`config.mk`:
```
export PLATFORM = sky130hd
export DESIGN_NAME = green_pixel_count_centroid
export DESIGN_NICKNAME = d
export VERILOG_FILES = /design/src/gpcc_pkg.sv /design/src/gpcc_ctrl.sv /design/src/gpcc_dp.sv /design/src/green_pixel_count_centroid.sv
export SDC_FILE = /design/constraint.sdc
export NUM_CORES = 1
export LEC_CHECK = 0
export BUFFER_PORTS_ARGS = -buffer_cell sky130_fd_sc_hd__buf_2
export CAP_MARGIN = 20
export CORE_MARGIN = 1
export CORE_UTILIZATION = 65
export CTS_BUF_LIST = sky130_fd_sc_hd__clkbuf_4
export CTS_CLUSTER_SIZE = 30
export DETAILED_ROUTE_END_ITERATION = 10
export PLACE_DENSITY_LB_ADDON = 0.05
export SLEW_MARGIN = 0
export SYNTH_ARGS = -nofsm -noshare
export SYNTH_HDL_FRONTEND = slang
export SYNTH_HIERARCHICAL = 1
export SYNTH_SLANG_ARGS = --single-unit
export TNS_END_PERCENT = 10
```
`constraint.sdc`:
```
create_clock -name clk -period 5.38 [get_ports clk]
set_input_delay 0.269 -clock clk [delete_from_list [all_inputs] [get_ports clk]]
set_output_delay 0.269 -clock clk [all_outputs]
set_load 0.005 [all_outputs]
```
`src/gpcc_pkg.sv`:
```
// ---------------------------------------------------------------------------
// gpcc_pkg - shared types and constants of the green pixel counter
// Field widths, register reset values, channel expansion tables and the
// command/status bundles that join the controller and the datapath.
// ---------------------------------------------------------------------------
package gpcc_pkg;

	localparam int GRID_W_DEF = 80;
	localparam int GRID_H_DEF = 60;

	localparam int PIX_W       = 16;
	localparam int COORD_W     = 12;
	localparam int CNT_W       = 13;
	localparam int SUM_W       = 19;
	localparam int MEAN_W      = 7;
	localparam int FRAME_W     = 32;
	localparam int CFG_IDX_W   = 3;
	localparam int CFG_DATA_W  = 12;
	localparam int IN_TDATA_W  = 40;
	localparam int OUT_TDATA_W = 56;

	localparam logic [CNT_W-1:0] COUNT_MAX = {CNT_W{1'b1}};
	localparam logic [SUM_W-1:0] SUM_MAX   = {SUM_W{1'b1}};

	localparam logic [11:0] RST_FRAME_W   = 12'd320;
	localparam logic [11:0] RST_FRAME_H   = 12'd240;
	localparam logic [7:0]  RST_MIN_GREEN = 8'd75;
	localparam logic [7:0]  RST_GREENNESS = 8'd30;

	typedef logic [31:0][7:0] exp5_tab_t;
	typedef logic [63:0][7:0] exp6_tab_t;

	function automatic exp5_tab_t build_exp5();
		exp5_tab_t t;
		for (int i = 0; i < 32; i++) begin
			t[i] = 8'((i * 255) / 31);
		end
		return t;
	endfunction

	function automatic exp6_tab_t build_exp6();
		exp6_tab_t t;
		for (int i = 0; i < 64; i++) begin
			t[i] = 8'((i * 255) / 63);
		end
		return t;
	endfunction

	localparam exp5_tab_t EXP5_TAB = build_exp5();
	localparam exp6_tab_t EXP6_TAB = build_exp6();

	typedef struct packed {
		logic load_px;
		logic scan_step;
		logic mul;
		logic acc;
		logic div_init;
		logic div_step;
		logic emit;
	} cmd_t;

	typedef struct packed {
		logic active;
		logic green;
		logic px_last;
		logic last_q;
		logic scan_done;
		logic div_done;
		logic out_free;
	} sts_t;

endpackage

```
`src/gpcc_ctrl.sv`:
```
// ---------------------------------------------------------------------------
// gpcc_ctrl - sequencer of the green pixel counter
// Steps each accepted green pixel through grid scan, multiply, accumulate and,
// at the end of a frame, the serial divide and the result transfer.
// ---------------------------------------------------------------------------
module gpcc_ctrl (
	input  logic            clk,
	input  logic            arst_n,
	input  logic            s_axis_tvalid,
	output logic            s_axis_tready,
	input  gpcc_pkg::sts_t  sts,
	output gpcc_pkg::cmd_t  cmd
);

	typedef enum logic [6:0] {
		ST_IDLE  = 7'b0000001,
		ST_SCAN  = 7'b0000010,
		ST_MUL   = 7'b0000100,
		ST_ACC   = 7'b0001000,
		ST_DINIT = 7'b0010000,
		ST_DIV   = 7'b0100000,
		ST_EMIT  = 7'b1000000
	} state_t;

	state_t state_q, state_d;

	always_ff @(posedge clk or negedge arst_n) begin
		if (!arst_n) begin
			state_q <= ST_IDLE;
		end else begin
			state_q <= state_d;
		end
	end

	assign s_axis_tready = (state_q == ST_IDLE);

	always_comb begin
		state_d = state_q;
		cmd     = '0;
		unique case (state_q)
			ST_IDLE: begin
				if (s_axis_tvalid && sts.active) begin
					cmd.load_px = 1'b1;
					if (sts.green) begin
						state_d = ST_SCAN;
					end else if (sts.px_last) begin
						state_d = ST_DINIT;
					end
				end
			end
			ST_SCAN: begin
				cmd.scan_step = 1'b1;
				if (sts.scan_done) begin
					state_d = ST_MUL;
				end
			end
			ST_MUL: begin
				cmd.mul = 1'b1;
				state_d = ST_ACC;
			end
			ST_ACC: begin
				cmd.acc = 1'b1;
				state_d = sts.last_q ? ST_DINIT : ST_IDLE;
			end
			ST_DINIT: begin
				cmd.div_init = 1'b1;
				state_d      = ST_DIV;
			end
			ST_DIV: begin
				cmd.div_step = 1'b1;
				if (sts.div_done) begin
					state_d = ST_EMIT;
				end
			end
			ST_EMIT: begin
				if (sts.out_free) begin
					cmd.emit = 1'b1;
					state_d  = ST_IDLE;
				end
			end
			default: begin
				state_d = ST_IDLE;
			end
		endcase
	end

endmodule

```
`src/gpcc_dp.sv`:
```
// ---------------------------------------------------------------------------
// gpcc_dp - datapath of the green pixel counter
// Register file, color test, grid point scan, saturating accumulators,
// restoring divider for the mean column and the result register.
// ---------------------------------------------------------------------------
module gpcc_dp #(
	parameter int GRID_W = gpcc_pkg::GRID_W_DEF,
	parameter int GRID_H = gpcc_pkg::GRID_H_DEF
) (
	input  logic                                clk,
	input  logic                                arst_n,
	input  logic                                cfg_valid,
	input  logic [gpcc_pkg::CFG_IDX_W-1:0]      cfg_index,
	input  logic [gpcc_pkg::CFG_DATA_W-1:0]     cfg_data,
	input  logic [gpcc_pkg::IN_TDATA_W-1:0]     s_tdata,
	input  logic                                s_tlast,
	input  gpcc_pkg::cmd_t                      cmd,
	output gpcc_pkg::sts_t                      sts,
	output logic                                m_tvalid,
	input  logic                                m_tready,
	output logic [gpcc_pkg::OUT_TDATA_W-1:0]    m_tdata
);

	localparam int CNT_W  = gpcc_pkg::CNT_W;
	localparam int SUM_W  = gpcc_pkg::SUM_W;
	localparam int MEAN_W = gpcc_pkg::MEAN_W;
	localparam int GMAX   = (GRID_W > GRID_H) ? GRID_W : GRID_H;
	localparam int GC_W   = $clog2(GMAX);
	localparam int GX_W   = $clog2(GRID_W);
	localparam int NC_W   = $clog2(GRID_W + 1);
	localparam int NR_W   = $clog2(GRID_H + 1);
	localparam int XS_W   = $clog2(GRID_W * (GRID_W - 1) / 2 + 1);
	localparam int B_W    = $clog2((1 << gpcc_pkg::COORD_W) * GMAX + 1);
	localparam int PC_W   = NR_W + NC_W;
	localparam int PS_W   = NR_W + XS_W;
	localparam int CA_W   = ((PC_W > CNT_W) ? PC_W : CNT_W) + 1;
	localparam int SA_W   = ((PS_W > SUM_W) ? PS_W : SUM_W) + 1;
	localparam int CAP    = (GRID_W - 1 < (1 << MEAN_W) - 1) ? GRID_W - 1 : (1 << MEAN_W) - 1;
	localparam int DC_W   = $clog2(SUM_W);

	typedef enum logic [gpcc_pkg::CFG_IDX_W-1:0] {
		CFG_ENABLED   = 3'd0,
		CFG_FRAME_W   = 3'd1,
		CFG_FRAME_H   = 3'd2,
		CFG_MIN_GREEN = 3'd3,
		CFG_GREENNESS = 3'd4,
		CFG_MIRROR_X  = 3'd5
	} cfg_idx_t;

	// register file
	logic        enabled_q;
	logic [11:0] fw_q;
	logic [11:0] fh_q;
	logic [7:0]  ming_q;
	logic [7:0]  gmin_q;
	logic        mirror_q;
	logic        disable_wr;

	always_ff @(posedge clk or negedge arst_n) begin
		if (!arst_n) begin
			enabled_q <= 1'b0;
			fw_q      <= gpcc_pkg::RST_FRAME_W;
			fh_q      <= gpcc_pkg::RST_FRAME_H;
			ming_q    <= gpcc_pkg::RST_MIN_GREEN;
			gmin_q    <= gpcc_pkg::RST_GREENNESS;
			mirror_q  <= 1'b1;
		end else if (cfg_valid) begin
			unique case (cfg_idx_t'(cfg_index))
				CFG_ENABLED:   enabled_q <= cfg_data[0];
				CFG_FRAME_W:   fw_q      <= cfg_data[11:0];
				CFG_FRAME_H:   fh_q      <= cfg_data[11:0];
				CFG_MIN_GREEN: ming_q    <= cfg_data[7:0];
				CFG_GREENNESS: gmin_q    <= cfg_data[7:0];
				CFG_MIRROR_X:  mirror_q  <= cfg_data[0];
				default: begin
				end
			endcase
		end
	end

	assign disable_wr = cfg_valid && (cfg_idx_t'(cfg_index) == CFG_ENABLED) && !cfg_data[0];

	// color test
	logic [7:0] r8, g8, b8, half_rb;
	logic [8:0] rb_sum;
	logic [11:0] in_col, in_row;

	assign r8      = gpcc_pkg::EXP5_TAB[s_tdata[15:11]];
	assign g8      = gpcc_pkg::EXP6_TAB[s_tdata[10:5]];
	assign b8      = gpcc_pkg::EXP5_TAB[s_tdata[4:0]];
	assign rb_sum  = {1'b0, r8} + {1'b0, b8};
	assign half_rb = rb_sum[8:1];
	assign in_col  = s_tdata[27:16];
	assign in_row  = s_tdata[39:28];

	// pixel bounds on the grid: hit when lo <= g*size < hi
	logic [B_W-1:0] lo_c_q, hi_c_q, lo_r_q, hi_r_q;
	logic           last_q;

	always_ff @(posedge clk) begin
		if (cmd.load_px) begin
			lo_c_q <= B_W'(in_col) * B_W'(GRID_W);
			hi_c_q <= (B_W'(in_col) + B_W'(1)) * B_W'(GRID_W);
			lo_r_q <= B_W'(in_row) * B_W'(GRID_H);
			hi_r_q <= (B_W'(in_row) + B_W'(1)) * B_W'(GRID_H);
			last_q <= s_tlast;
		end
	end

	// grid scan
	logic [GC_W-1:0] g_q;
	logic [B_W-1:0]  accc_q, accr_q;
	logic [NC_W-1:0] ncol_q;
	logic [NR_W-1:0] nrow_q;
	logic [XS_W-1:0] xsum_q;
	logic [GX_W-1:0] gx, lcol;
	logic            hit_c, hit_r;

	assign gx    = g_q[GX_W-1:0];
	assign lcol  = mirror_q ? (GX_W'(GRID_W - 1) - gx) : gx;
	assign hit_c = ({1'b0, g_q} < (GC_W + 1)'(GRID_W)) && (accc_q >= lo_c_q) && (accc_q < hi_c_q);
	assign hit_r = ({1'b0, g_q} < (GC_W + 1)'(GRID_H)) && (accr_q >= lo_r_q) && (accr_q < hi_r_q);

	always_ff @(posedge clk) begin
		if (cmd.load_px) begin
			g_q    <= '0;
			accc_q <= '0;
			accr_q <= '0;
			ncol_q <= '0;
			nrow_q <= '0;
			xsum_q <= '0;
		end else if (cmd.scan_step) begin
			g_q    <= g_q + GC_W'(1);
			accc_q <= accc_q + B_W'(fw_q);
			accr_q <= accr_q + B_W'(fh_q);
			if (hit_c) begin
				ncol_q <= ncol_q + NC_W'(1);
				xsum_q <= xsum_q + XS_W'(lcol);
			end
			if (hit_r) begin
				nrow_q <= nrow_q + NR_W'(1);
			end
		end
	end

	// products
	logic [PC_W-1:0] prodc_q;
	logic [PS_W-1:0] prods_q;

	always_ff @(posedge clk) begin
		if (cmd.mul) begin
			prodc_q <= PC_W'(nrow_q) * PC_W'(ncol_q);
			prods_q <= PS_W'(nrow_q) * PS_W'(xsum_q);
		end
	end

	// saturating accumulators
	logic [CNT_W-1:0] cnt_q;
	logic [SUM_W-1:0] sum_q;
	logic [CA_W-1:0]  cnt_add;
	logic [SA_W-1:0]  sum_add;

	assign cnt_add = CA_W'(cnt_q) + CA_W'(prodc_q);
	assign sum_add = SA_W'(sum_q) + SA_W'(prods_q);

	// divider and result
	logic [CNT_W:0]     rem_q, rem_sh;
	logic [SUM_W-1:0]   quo_q;
	logic [DC_W-1:0]    dcnt_q;
	logic               rem_ge;
	logic [MEAN_W-1:0]  mean;
	logic               out_valid_q;
	logic               out_found_q;
	logic [CNT_W-1:0]   out_cnt_q;
	logic [MEAN_W-1:0]  out_mean_q;
	logic [gpcc_pkg::FRAME_W-1:0] frame_q;

	assign rem_sh = {rem_q[CNT_W-1:0], quo_q[SUM_W-1]};
	assign rem_ge = rem_sh >= {1'b0, cnt_q};
	assign mean   = (cnt_q == '0) ? '0 :
	                (quo_q > SUM_W'(CAP)) ? MEAN_W'(CAP) : quo_q[MEAN_W-1:0];

	always_ff @(posedge clk or negedge arst_n) begin
		if (!arst_n) begin
			cnt_q <= '0;
			sum_q <= '0;
		end else if (disable_wr || cmd.emit) begin
			cnt_q <= '0;
			sum_q <= '0;
		end else if (cmd.acc) begin
			cnt_q <= (cnt_add > CA_W'(gpcc_pkg::COUNT_MAX)) ? gpcc_pkg::COUNT_MAX
			                                                : cnt_add[CNT_W-1:0];
			sum_q <= (sum_add > SA_W'(gpcc_pkg::SUM_MAX)) ? gpcc_pkg::SUM_MAX
			                                              : sum_add[SUM_W-1:0];
		end
	end

	always_ff @(posedge clk) begin
		if (cmd.div_init) begin
			rem_q  <= '0;
			quo_q  <= sum_q;
			dcnt_q <= '0;
		end else if (cmd.div_step) begin
			rem_q  <= rem_ge ? (rem_sh - {1'b0, cnt_q}) : rem_sh;
			quo_q  <= {quo_q[SUM_W-2:0], rem_ge};
			dcnt_q <= dcnt_q + DC_W'(1);
		end
	end

	always_ff @(posedge clk or negedge arst_n) begin
		if (!arst_n) begin
			out_valid_q <= 1'b0;
			frame_q     <= '0;
		end else begin
			if (cmd.emit) begin
				out_valid_q <= 1'b1;
				frame_q     <= frame_q + gpcc_pkg::FRAME_W'(1);
			end else if (m_tready) begin
				out_valid_q <= 1'b0;
			end
		end
	end

	always_ff @(posedge clk) begin
		if (cmd.emit) begin
			out_found_q <= (cnt_q != '0);
			out_cnt_q   <= cnt_q;
			out_mean_q  <= mean;
		end
	end

	assign m_tvalid = out_valid_q;
	assign m_tdata  = {3'b000, frame_q, out_mean_q, out_cnt_q, out_found_q};

	assign sts.active    = enabled_q && (fw_q != '0) && (fh_q != '0);
	assign sts.green     = (g8 > ming_q) && ({1'b0, g8} > ({1'b0, half_rb} + {1'b0, gmin_q}));
	assign sts.px_last   = s_tlast;
	assign sts.last_q    = last_q;
	assign sts.scan_done = (g_q == GC_W'(GMAX - 1));
	assign sts.div_done  = (dcnt_q == DC_W'(SUM_W - 1));
	assign sts.out_free  = !out_valid_q || m_tready;

	a_emit_fills: assert property (@(posedge clk) disable iff (!arst_n)
		cmd.emit |=> out_valid_q)
		else $error("result register not loaded after emit");

	a_frame_step: assert property (@(posedge clk) disable iff (!arst_n)
		cmd.emit |=> (frame_q == $past(frame_q) + gpcc_pkg::FRAME_W'(1)))
		else $error("frame number did not advance by one");

	a_found_cnt: assert property (@(posedge clk) disable iff (!arst_n)
		out_valid_q |-> (out_found_q == (out_cnt_q != '0)))
		else $error("found flag disagrees with count");

	a_mean_cap: assert property (@(posedge clk) disable iff (!arst_n)
		out_valid_q |-> (out_mean_q <= MEAN_W'(CAP)))
		else $error("mean column beyond grid");

	a_empty_mean: assert property (@(posedge clk) disable iff (!arst_n)
		(out_valid_q && !out_found_q) |-> (out_mean_q == '0))
		else $error("mean column nonzero with no samples");

endmodule

```
`src/green_pixel_count_centroid.sv`:
```
// ---------------------------------------------------------------------------
// green_pixel_count_centroid - green sample counter and mean column
// Counts green RGB565 samples on a subsampling grid and reports, per frame,
// the count, the mean grid column and a running frame number.
//
//  channel  | direction | transfer when          | content
//  s_axis   | in        | tvalid & tready        | tdata pixel/col/row, tlast end of frame
//  m_axis   | out       | tvalid & tready        | tdata found/count/mean/frame
//  cfg      | in        | cfg_valid & cfg_ready  | cfg_index register, cfg_data value
//
// A non-green pixel is taken in the idle state. A green pixel then runs the grid
// scan that tests one grid point per cycle, then multiply and add; the last
// pixel of a frame then runs the bit-serial 19-bit divide and the result load.
// s_axis waits while a pixel is processed and while a new result waits for m_axis.
// Reset is asynchronous; it clears sequencer, registers, totals, frame and tvalid.
// ---------------------------------------------------------------------------
module green_pixel_count_centroid #(
	parameter int GRID_W = gpcc_pkg::GRID_W_DEF,
	parameter int GRID_H = gpcc_pkg::GRID_H_DEF
) (
	input  logic                                clk,
	input  logic                                arst_n,
	input  logic                                cfg_valid,
	output logic                                cfg_ready,
	input  logic [gpcc_pkg::CFG_IDX_W-1:0]      cfg_index,
	input  logic [gpcc_pkg::CFG_DATA_W-1:0]     cfg_data,
	input  logic                                s_axis_tvalid,
	output logic                                s_axis_tready,
	// [15:0] pixel_rgb565, [27:16] pixel_col, [39:28] pixel_row
	input  logic [gpcc_pkg::IN_TDATA_W-1:0]     s_axis_tdata,
	input  logic                                s_axis_tlast,
	output logic                                m_axis_tvalid,
	input  logic                                m_axis_tready,
	// [0] found, [13:1] green_count, [20:14] center_col, [52:21] frame_number
	output logic [gpcc_pkg::OUT_TDATA_W-1:0]    m_axis_tdata
);

	gpcc_pkg::cmd_t cmd;
	gpcc_pkg::sts_t sts;

	assign cfg_ready = 1'b1;

	gpcc_ctrl u_ctrl (
		.clk           (clk),
		.arst_n        (arst_n),
		.s_axis_tvalid (s_axis_tvalid),
		.s_axis_tready (s_axis_tready),
		.sts           (sts),
		.cmd           (cmd)
	);

	gpcc_dp #(
		.GRID_W (GRID_W),
		.GRID_H (GRID_H)
	) u_dp (
		.clk       (clk),
		.arst_n    (arst_n),
		.cfg_valid (cfg_valid),
		.cfg_index (cfg_index),
		.cfg_data  (cfg_data),
		.s_tdata   (s_axis_tdata),
		.s_tlast   (s_axis_tlast),
		.cmd       (cmd),
		.sts       (sts),
		.m_tvalid  (m_axis_tvalid),
		.m_tready  (m_axis_tready),
		.m_tdata   (m_axis_tdata)
	);

endmodule

```
Yosys cells after proc, flatten, opt, wreduce, memory -nomap -nowiden --
Memory sizes are Yosys's and may differ from the RTL's. Index checks and enable logic that the tools add are counted.
Storage, ports and cells: register bits 337, input bits 61, output and inout port bits 59, bits in read-only memories 1024, memories 3, logic and storage cells 155
Memories:
- (name not given) | depth 64, bits a word 8, rd ports 1, clocked after memory_dff 0, write ports 0, RTL line gpcc_dp.sv:89 | assign g8 = gpcc_pkg::EXP6_TAB[s_tdata[10:5]];
- (name not given) | depth 32, bits a word 8, rd ports 1, clocked after memory_dff 0, write ports 0, RTL line gpcc_dp.sv:88 | assign r8 = gpcc_pkg::EXP5_TAB[s_tdata[15:11]];
- (name not given) | depth 32, bits a word 8, rd ports 1, clocked after memory_dff 0, write ports 0, RTL line gpcc_dp.sv:90 | assign b8 = gpcc_pkg::EXP5_TAB[s_tdata[4:0]];
Operators by class: multiply operators 6, $add $sub $neg 16, reduce and logical (&&, ||, !) cells 32, magnitude comparators 15, multiplexer cells 33, equal/unequal tests 19
Operators by type and width (count):
- $mux 19 | 5
- $mux 7 | 8
- $mux 13 | 4
- $pmux 7 s7 | 1
- $add 19x12->19 | 2
- $lt 19x19->1 | 2
- $add 32x1->32 const B | 1
- $add 12x1->13 const B | 2
- $mux 8 | 3
- $reduce_bool 12->1 | 2
- $add 19x18->20 | 1
- $gt 20x19->1 const B | 1
- $ge 19x18->1 | 1
- $ge 19x19->1 | 1
- $gt 19x7->1 const B | 1
- $mul 19x3->15 const B | 1
- $mul 19x4->17 const B | 1
- $add 8x8->9 | 2
- $mul 6x12->18 | 1
- $mul 12x4->16 const B | 1
- $reduce_and 2->1 | 8
- $mul 12x3->15 const B | 1
- $add 13x13->14 | 1
- $add 7x1->7 const B | 2
- other kinds (39) | 68

Logic depth before layout (Yosys ltp) --
Gate-level depths: netlist (run 1).
depth after elaboration 9, mapped depth 24, mapped depth without buffers 24

By module --
Netlist (run 1), hierarchy kept.
Modules (own cells, without submodules):
- gpcc_dp | times used 1, sequential area each 8511.9 sq um, area an instance 25147.9 sq um, cells an instance 2483
- gpcc_ctrl | times used 1, sequential area each 176.4 sq um, area an instance 516.7 sq um, cells an instance 60
- green_pixel_count_centroid | times used 1, sequential area each 0.0 sq um, area an instance 11.3 sq um, cells an instance 2

Worst setup path after synthesis (run 1) --
No wires, ideal clock.
kind register to register, start point register u_ctrl.state_q[2], end point register u_dp.accc_q[18], buffers on the path 3, arrival 4.813 ns, cell stages (with the launch flop) 8, data required time 5.252 ns, slack 0.439 ns, clock period less this slack 4.941 ns, setup time 0.128 ns, cells stage by stage dfrtp_1 -> nor4_4 -> nand3b_1 -> nor2_1 -> clkbuf_1 -> buf_1 -> buf_1 -> nor2_1
RTL lines:
- from (decl) | RTL line gpcc_ctrl.sv:25 | state_t state_q, state_d;
- from (signal assigned) | RTL line gpcc_ctrl.sv:31 | state_q <= state_d;
- to (signal assigned) | RTL line gpcc_dp.sv:134 | accc_q <= accc_q + B_W'(fw_q);
- to (decl) | RTL line gpcc_dp.sv:112 | logic [B_W-1:0] accc_q, accr_q;

Final worst setup path (run 1) --
start point register u_dp.nrow_q[0], end point register u_dp.prods_q[17], data pin
Between the ends: longest elaborated chain between the ends 1
Ends and longest elaborated chain:
- from (decl) | RTL line gpcc_dp.sv:114 | logic [NR_W-1:0] nrow_q;
- from (signal assigned) | RTL line gpcc_dp.sv:141 | nrow_q <= nrow_q + NR_W'(1);
- $mul 6x12->18 | RTL line gpcc_dp.sv:153 | prods_q <= PS_W'(nrow_q) * PS_W'(xsum_q);
- to (signal assigned) | RTL line gpcc_dp.sv:153
- to (decl) | RTL line gpcc_dp.sv:148 | logic [PS_W-1:0] prods_q;
No other way between the ends. A chain may end at the register's enable or synchronous reset.

==> impl_metrics.env, run 1 <==
export IMPL_synth_enable_flop_cells=135
export IMPL_via_per_inst=5.68
export IMPL_grt_antenna_before_repair=1
export IMPL_fillers=2880
export IMPL_crit_path_end_kind="flop"
export IMPL_first_global_vias=19700
export IMPL_final_nets=3225
export IMPL_h_tree_depth=3
export IMPL_rows=72
export IMPL_whs_ns=0.109
export IMPL_portBuffers=115
export IMPL_reg2reg_depth=16
export IMPL_p_seq_frac=0.375
export IMPL_cts_sinks=337
export IMPL_finalHoldViolations=0
export IMPL_total_power_w=0.00866
export IMPL_synthesis_area_sq_um=25700
export IMPL_intPower_w=0.00569
export IMPL_synth_seq_cells=337
export IMPL_r2r_end="u_dp/prods_q[17]$_DFFE_PP_"
export IMPL_cp_arrival_ns=5.10
export IMPL_hp_class="primary input to flop"
export IMPL_drt_total_wl_um=51600
export IMPL_period_needed_ns=4.60
export IMPL_gp_congestion=0.915
export IMPL_setup_viol=0
export IMPL_die_w_um=201
export IMPL_cts_setup_buffers=0
export IMPL_avgSynthCellArea_sq_um=10.1
export IMPL_cap_violations=0
export IMPL_holdPathEnd="u_dp/lo_r_q[4]$_DFFE_PP_"
export IMPL_r2r_start="u_dp/nrow_q[0]$_SDFFE_PP0P_"
export IMPL_hold_start="s_axis_tdata[29]"
export IMPL_status="complete, no violations"
export IMPL_yosysSeqAreaShare=0.338
export IMPL_rsz0062_at_grt="no"
export IMPL_clk_pin_slew_ns=0.06
export IMPL_critPathTopFamily="adder cells"
export IMPL_die_y_um=201
export IMPL_first_iter_violations=732
export IMPL_root_buffer="clkbuf_4"
export IMPL_cp_max_fo=23
export IMPL_powerDensity_nw_per_um2=306
export IMPL_slowest_delay_ns=0.86
export IMPL_crit_chain="nand2_1 -> fa_1 -> inv_1 -> ha_1 -> inv_1 -> fa_1 -> inv_1 -> fa_1 -> a21o_1 -> a21oi_1 -> nand2b_1 -> a211o_1 -> a31oi_1 -> a21o_1 -> a21oi_1 -> xnor2_1"
export IMPL_drive_gt1_frac=0.146
export IMPL_fin_crit_sh=0.855
export IMPL_comb_power_share=0.363
export IMPL_mostFrequentLayoutCell="ha_1"
export IMPL_worstSetupPathType="flop to flop"
export IMPL_syn2layout_area_growth_pct=10.3
export IMPL_power_ir_vdd_worst_mv=0.372
export IMPL_power_switching_w=0.00297
export IMPL_slew_violations=0
export IMPL_routedWlPerCell_um=15.5
export IMPL_skew_ns=0.0498
export IMPL_tns_ns=0
export IMPL_cts_buffer_depth=3
export IMPL_layout_common_cells="316 x ha_1, 240 x inv_1, 165 x nand2_1"
export IMPL_max_freq_mhz=217
export IMPL_critical_path_buf_inv_count=3
export IMPL_fp_coreArea_sq_um=38800
export IMPL_async_flop_share=0.338
export IMPL_dr_total_vias=18900
export IMPL_drtAntennaViolNets=0
export IMPL_max_slew_worst_pin_slew_ns=0.922
export IMPL_hpwlAfterDp_um=39200
export IMPL_grt_max_degree=73
export IMPL_yosysUniqueCellTypes=84
export IMPL_drtPass1Iterations=5
export IMPL_start_util=0.661
export IMPL_cts_tree="built"
export IMPL_switching_share=0.343
export IMPL_synthCells=2545
export IMPL_cts_buffers=89
export IMPL_grt_usage=0.266
export IMPL_drc=0
export IMPL_dieArea_sq_um=40300
export IMPL_slowest_stage="dfxtp_1"
export IMPL_min_path_cells=3
export IMPL_cp_required_ns=5.87
export IMPL_r2r_slack_ns=0.78
export IMPL_synth_main_ff_cell="edfxtp_1"
export IMPL_p_leak_nw=13.5
export IMPL_insertion_delay_ns=0.78
export IMPL_pwr_share_clk=0.261
export IMPL_grt_pass1_wl_um=89900
export IMPL_boundaryPins=120
export IMPL_overflow=0
export IMPL_ys_warn_count=6
export IMPL_maxSlewHeadroom=0.384
export IMPL_crit_path_start_kind="flop"
[synthesized netlist by cell type, drive strengths merged, types with 9 or more instances]
cell    number  area share
xor2        70       0.024
or2         12      0.0029
buf         22      0.0052
nor2b       33      0.0080
o21bai      21      0.0061
fa         114       0.089
a211oi      33      0.0096
edfxtp     135        0.16
nor4        16      0.0047
a31oi       34      0.0083
a21o        63       0.018
o221a       11      0.0048
or3          9      0.0022
ha         316        0.15
nand4       35      0.0085
nand2b      27      0.0067
nand3       46      0.0090
o21a        19      0.0056
nand2      166       0.024
mux2i       40       0.016
nor3        51      0.0099
dfstp       16       0.016
a21oi      140       0.027
inv        240       0.035
and3        34      0.0083
o21ai       93       0.018
dfxtp       88       0.069
clkbuf      50      0.0074
xnor2      141       0.048
mux2        63       0.028
nor2       150       0.022
dfrtp       98       0.096
and2        46       0.011
[worst min-delay path, delay by kind of cell]
kind | cells | cell delay, ns
buf+inv | 1 | 0.17
fa+ha+maj | 2 | 0.33
[repair_timing]
item / in CTS / in global routing
endpoints found under the hold margin: 109 / 0
hold buffers: 32 / 0
gates resized for setup: 0 / 0
[registers in the layout (all words and copies together) (netlist names), 8 cells and up]
register,count
u_dp/frame_q,32
u_dp/accc_q,19
u_dp/accr_q,19
u_dp/quo_q,19
u_dp/sum_q,19
u_dp/prods_q,18
u_dp/hi_r_q,17
u_dp/lo_r_q,16
u_dp/hi_c_q,15
u_dp/lo_c_q,15
u_dp/cnt_q,13
u_dp/out_cnt_q,13
u_dp/prodc_q,13
u_dp/rem_q,13
u_dp/fh_q,12
u_dp/fw_q,12
u_dp/xsum_q,12
u_dp/gmin_q,8
u_dp/ming_q,8
[cell families (layout without fill, tap and decap cells)]
logic type / count (synthesis) / in the layout / share of synthesized area
simple gates: 662 / 662 / 0.130
fa+ha+maj: 431 / 431 / 0.243
flops: 337 / 337 / 0.338
other cells: 2 / 5 / 0.000292
xor+xnor: 211 / 211 / 0.0720
buf+inv: 312 / 575 / 0.0476
compound gates: 487 / 487 / 0.126
mux: 103 / 103 / 0.0432
[power by group through the flow]
stage | sequential (W) | clock (W) | combinational [W]
global route | 0.00328 | 0.00248 | 0.00354
global placement | 0.00329 | 0 | 0.00299
finish | 0.00325 | 0.00226 | 0.00315
detailed placement | 0.00330 | 0 | 0.00310
floorplan | 0.00322 | 0 | 0.00254
CTS | 0.00325 | 0.00235 | 0.00314
[worst max-delay path by stage]
stage | end | cells past startpoint | from
2_1_floorplan | u_dp/accc_q[18]$_SDFFE_PP0P_ | 7 | u_ctrl/state_q[2]$_DFFE_PN0P_
3_3_place_gp | u_ctrl/state_q[2]$_DFFE_PN0P_ | 24 | s_axis_tdata[14]
3_5_place_dp | u_ctrl/state_q[2]$_DFFE_PN0P_ | 24 | s_axis_tdata[14]
4_1_cts | u_dp/prods_q[17]$_DFFE_PP_ | 16 | u_dp/nrow_q[1]$_SDFFE_PP0P_
5_1_grt | u_dp/prods_q[17]$_DFFE_PP_ | 16 | u_dp/nrow_q[1]$_SDFFE_PP0P_
6_report | u_dp/prods_q[17]$_DFFE_PP_ | 16 | u_dp/nrow_q[0]$_SDFFE_PP0P_
[layer usage]
layer  vias to the layer above  global-route usage  routed length [um]
met3                       102              0.0403                1770
met5                         -                   0                   0
met1                      9025               0.309               21500
met4                         0               0.108                1420
met2                       369               0.490               26900
li1                       9415                   -                   -
[final cells by class]
| class | instances | area (sq um) | area share |
|---|---|---|---|
| Multi-Input combinational cell | 1898 | 15800 | 0.558 |
| Sequential cell | 337 | 8690 | 0.307 |
| Timing Repair Buffer | 168 | 1090 | 0.0385 |
| Clock buffer | 134 | 1010 | 0.0355 |
| Inverter | 240 | 901 | 0.0318 |
| Tap cell | 518 | 648 | 0.0229 |
| Clock inverter | 33 | 176 | 0.00623 |
| Antenna cell | 1 | 2.50 | 0.0000884 |
[metrics by stage]
step	util	setup WS, ns	instances	area [sq um]
after floorplan	-	0.439	2547	25700
after global placement	0.689	0.605	3125	26800
after detailed placement	0.689	0.409	3125	26800
after CTS	0.728	0.813	3324	28300
after global routing	0.729	0.488	3329	28300
final	0.729	0.778	3329	28300
Power figures use the tool's default switching activity.
==> run 2: changes to the inputs <==
--- a/config.mk
+++ b/config.mk
@@ -5,7 +5,7 @@
 export SDC_FILE = /design/constraint.sdc
 export NUM_CORES = 1
 export LEC_CHECK = 0
-export BUFFER_PORTS_ARGS = -buffer_cell sky130_fd_sc_hd__buf_2
+export BUFFER_PORTS_ARGS = -buffer_cell sky130_fd_sc_hd__buf_4
 export CAP_MARGIN = 20
 export CORE_MARGIN = 1
 export CORE_UTILIZATION = 65
==> run 2 against run 1 <==
Effect of this change:
- routed wire length hardly changed
- worst hold slack got worse by 0.030 ns
- clock skew fell by 0.0028 ns
- critical path depth stayed put
- clock-buffer cell count increased by 4
- utilization grew 0.82 points
- cell area grew 1.1%
- via count increased by 0.40%
- critical path type unchanged
- critical endpoint unchanged
==> impl_metrics.env, run 2 (same netlist as run 1, synthesis figures left out) <==
export IMPL_overflow=0
export IMPL_hold_start="s_axis_tdata[20]"
export IMPL_first_global_vias=19700
export IMPL_cap_violations=0
export IMPL_insertion_delay_ns=0.78
export IMPL_cts_buffer_depth=3
export IMPL_reg2reg_depth=16
export IMPL_drt_total_wl_um=51600
export IMPL_drtAntennaViolNets=0
export IMPL_hpwlAfterDp_um=39200
export IMPL_drc=0
export IMPL_crit_path_start_kind="flop"
export IMPL_grt_antenna_before_repair=1
export IMPL_crit_chain="nand2_1 -> fa_1 -> inv_1 -> ha_1 -> inv_1 -> fa_1 -> inv_1 -> fa_1 -> a21o_1 -> a21oi_1 -> nand2b_1 -> a211o_1 -> a31oi_1 -> a21o_1 -> a21oi_1 -> xnor2_1"
export IMPL_hp_class="primary input to flop"
export IMPL_r2r_slack_ns=0.82
export IMPL_drtPass1Iterations=5
export IMPL_syn2layout_area_growth_pct=11.5
export IMPL_setup_viol=0
export IMPL_cts_buffers=88
export IMPL_final_nets=3223
export IMPL_maxSlewHeadroom=0.277
export IMPL_start_util=0.661
export IMPL_period_needed_ns=4.56
export IMPL_top_register="u_dp/frame_q"
export IMPL_die_w_um=201
export IMPL_grt_usage=0.266
export IMPL_slowest_delay_ns=0.86
export IMPL_root_buffer="clkbuf_4"
export IMPL_routedWlPerCell_um=15.5
export IMPL_die_y_um=201
export IMPL_layout_common_cells="316 x ha_1, 240 x inv_1, 165 x nand2_1"
export IMPL_critical_path_buf_inv_count=3
export IMPL_boundaryPins=120
export IMPL_first_iter_violations=737
export IMPL_dr_total_vias=19000
export IMPL_p_leak_nw=13.5
export IMPL_min_path_cells=3
export IMPL_mostFrequentLayoutCell="ha_1"
export IMPL_r2r_end="u_dp/prods_q[17]$_DFFE_PP_"
export IMPL_holdPathEnd="u_dp/lo_c_q[8]$_DFFE_PP_"
export IMPL_powerDensity_nw_per_um2=308
export IMPL_dieArea_sq_um=40300
export IMPL_finalHoldViolations=0
export IMPL_grt_pass1_wl_um=89900
export IMPL_via_per_inst=5.71
export IMPL_largest_reg_flops=32
export IMPL_max_slew_worst_pin_slew_ns=1.08
export IMPL_fin_crit_sh=0.847
export IMPL_drive_gt1_frac=0.146
export IMPL_cp_arrival_ns=5.05
export IMPL_skew_ns=0.0470
export IMPL_tns_ns=0
export IMPL_critPathTopFamily="adder cells"
export IMPL_cts_setup_buffers=0
export IMPL_worstSetupPathType="flop to flop"
export IMPL_grt_max_degree=141
export IMPL_portBuffers=115
export IMPL_slew_violations=0
export IMPL_cp_required_ns=5.87
export IMPL_rsz0062_at_grt="no"
export IMPL_max_freq_mhz=219
export IMPL_cts_sinks=337
export IMPL_cts_tree="built"
export IMPL_cp_max_fo=23
export IMPL_r2r_start="u_dp/nrow_q[1]$_SDFFE_PP0P_"
export IMPL_power_ir_vdd_worst_mv=0.432
export IMPL_gp_congestion=0.903
export IMPL_clk_pin_slew_ns=0.07
export IMPL_fp_coreArea_sq_um=38800
export IMPL_crit_path_end_kind="flop"
export IMPL_status="complete, no violations"
export IMPL_total_power_w=0.00882
export IMPL_rows=72
export IMPL_h_tree_depth=3
export IMPL_slowest_stage="dfxtp_1"
==> run 2: cell count changes in the layout (fill, tap and decap cells not counted), sizes merged <==
cell and change:
dlymetal6s2s -1, clkinvlp -2, clkbuf +3, inv +1
bufinv +2, clkinv -7, dlygate4sd3 +1
==> run 2: worst reg2reg max path, cell delays in order (launching register included) <==
cell and delay, ns:
dfxtp_1 0.86, nand2_1 0.18, fa_1 0.53, inv_1 0.05, ha_1 0.27, inv_1 0.05, fa_1 0.53, inv_1 0.07
fa_1 0.45, a21o_1 0.20, a21oi_1 0.19, nand2b_1 0.18, a211o_1 0.17, a31oi_1 0.12, a21o_1 0.20, a21oi_1 0.17
xnor2_1 0.08
==> run 2: what timing repair did <==
| item | in CTS | in global routing |
|---|---|---|
| hold buffers | 33 | 0 |
| endpoints found under the setup margin | 0 | 0 |
| endpoints found under the hold margin | 103 | 0 |
| resized for setup | 0 | 0 |
==> run 2: worst max-delay path by stage <==
stage,end,cells past startpoint,startpoint
floorplan,u_dp/accc_q[18]$_SDFFE_PP0P_,7,u_ctrl/state_q[2]$_DFFE_PN0P_
global placement,u_ctrl/state_q[2]$_DFFE_PN0P_,24,s_axis_tdata[14]
detailed placement,u_ctrl/state_q[2]$_DFFE_PN0P_,24,s_axis_tdata[14]
CTS,u_dp/prods_q[17]$_DFFE_PP_,16,u_dp/nrow_q[1]$_SDFFE_PP0P_
global route,u_dp/prods_q[17]$_DFFE_PP_,16,u_dp/nrow_q[1]$_SDFFE_PP0P_
finish,u_dp/prods_q[17]$_DFFE_PP_,16,u_dp/nrow_q[1]$_SDFFE_PP0P_
==> run 2: area by class of cell <==
| cell class | instances | area [sq um] |
|---|---|---|
| Fill cell | 2789 | 10200 |
| Timing Repair Buffer | 167 | 1360 |
| Clock inverter | 27 | 191 |
| Sequential cell | 337 | 8690 |
| Clock buffer | 138 | 1040 |
| Multi-Input combinational cell | 1898 | 15800 |
| Antenna cell | 1 | 2.50 |
| Tap cell | 518 | 648 |
| Inverter | 240 | 901 |
==> run 2: per-layer routing <==
| metal | track usage | vias to the layer above | routed length, um |
|---|---|---|---|
| li1 | - | 9384 | - |
| met1 | 0.310 | 9067 | 21500 |
| met2 | 0.490 | 410 | 26800 |
| met3 | 0.0372 | 125 | 1780 |
| met4 | 0.106 | 0 | 1550 |
| met5 | 0 | - | 0 |
==> run 2: where the power goes <==
group,total (W),leakage (nW),switching (W),internal (W)
Combinational,0.00318,9.30,0.00172,0.00146
Sequential,0.00325,3.49,0.000210,0.00304
Clock,0.00238,0.736,0.00107,0.00131
==> run 2: per-stage QoR <==
step | setup slack, ns | cell area, sq um | utilization | cells | hold slack [ns]
after detailed placement | 0.398 | 27000 | 0.696 | 3125 | 0.279
after global routing | 0.546 | 28600 | 0.737 | 3326 | 0.0719
after global placement | 0.620 | 27000 | 0.696 | 3124 | 0.276
after CTS | 0.790 | 28600 | 0.737 | 3323 | 0.000112
after floorplan | 0.439 | 25700 | - | 2547 | -0.0266
final | 0.822 | 28600 | 0.737 | 3326 | 0.0790
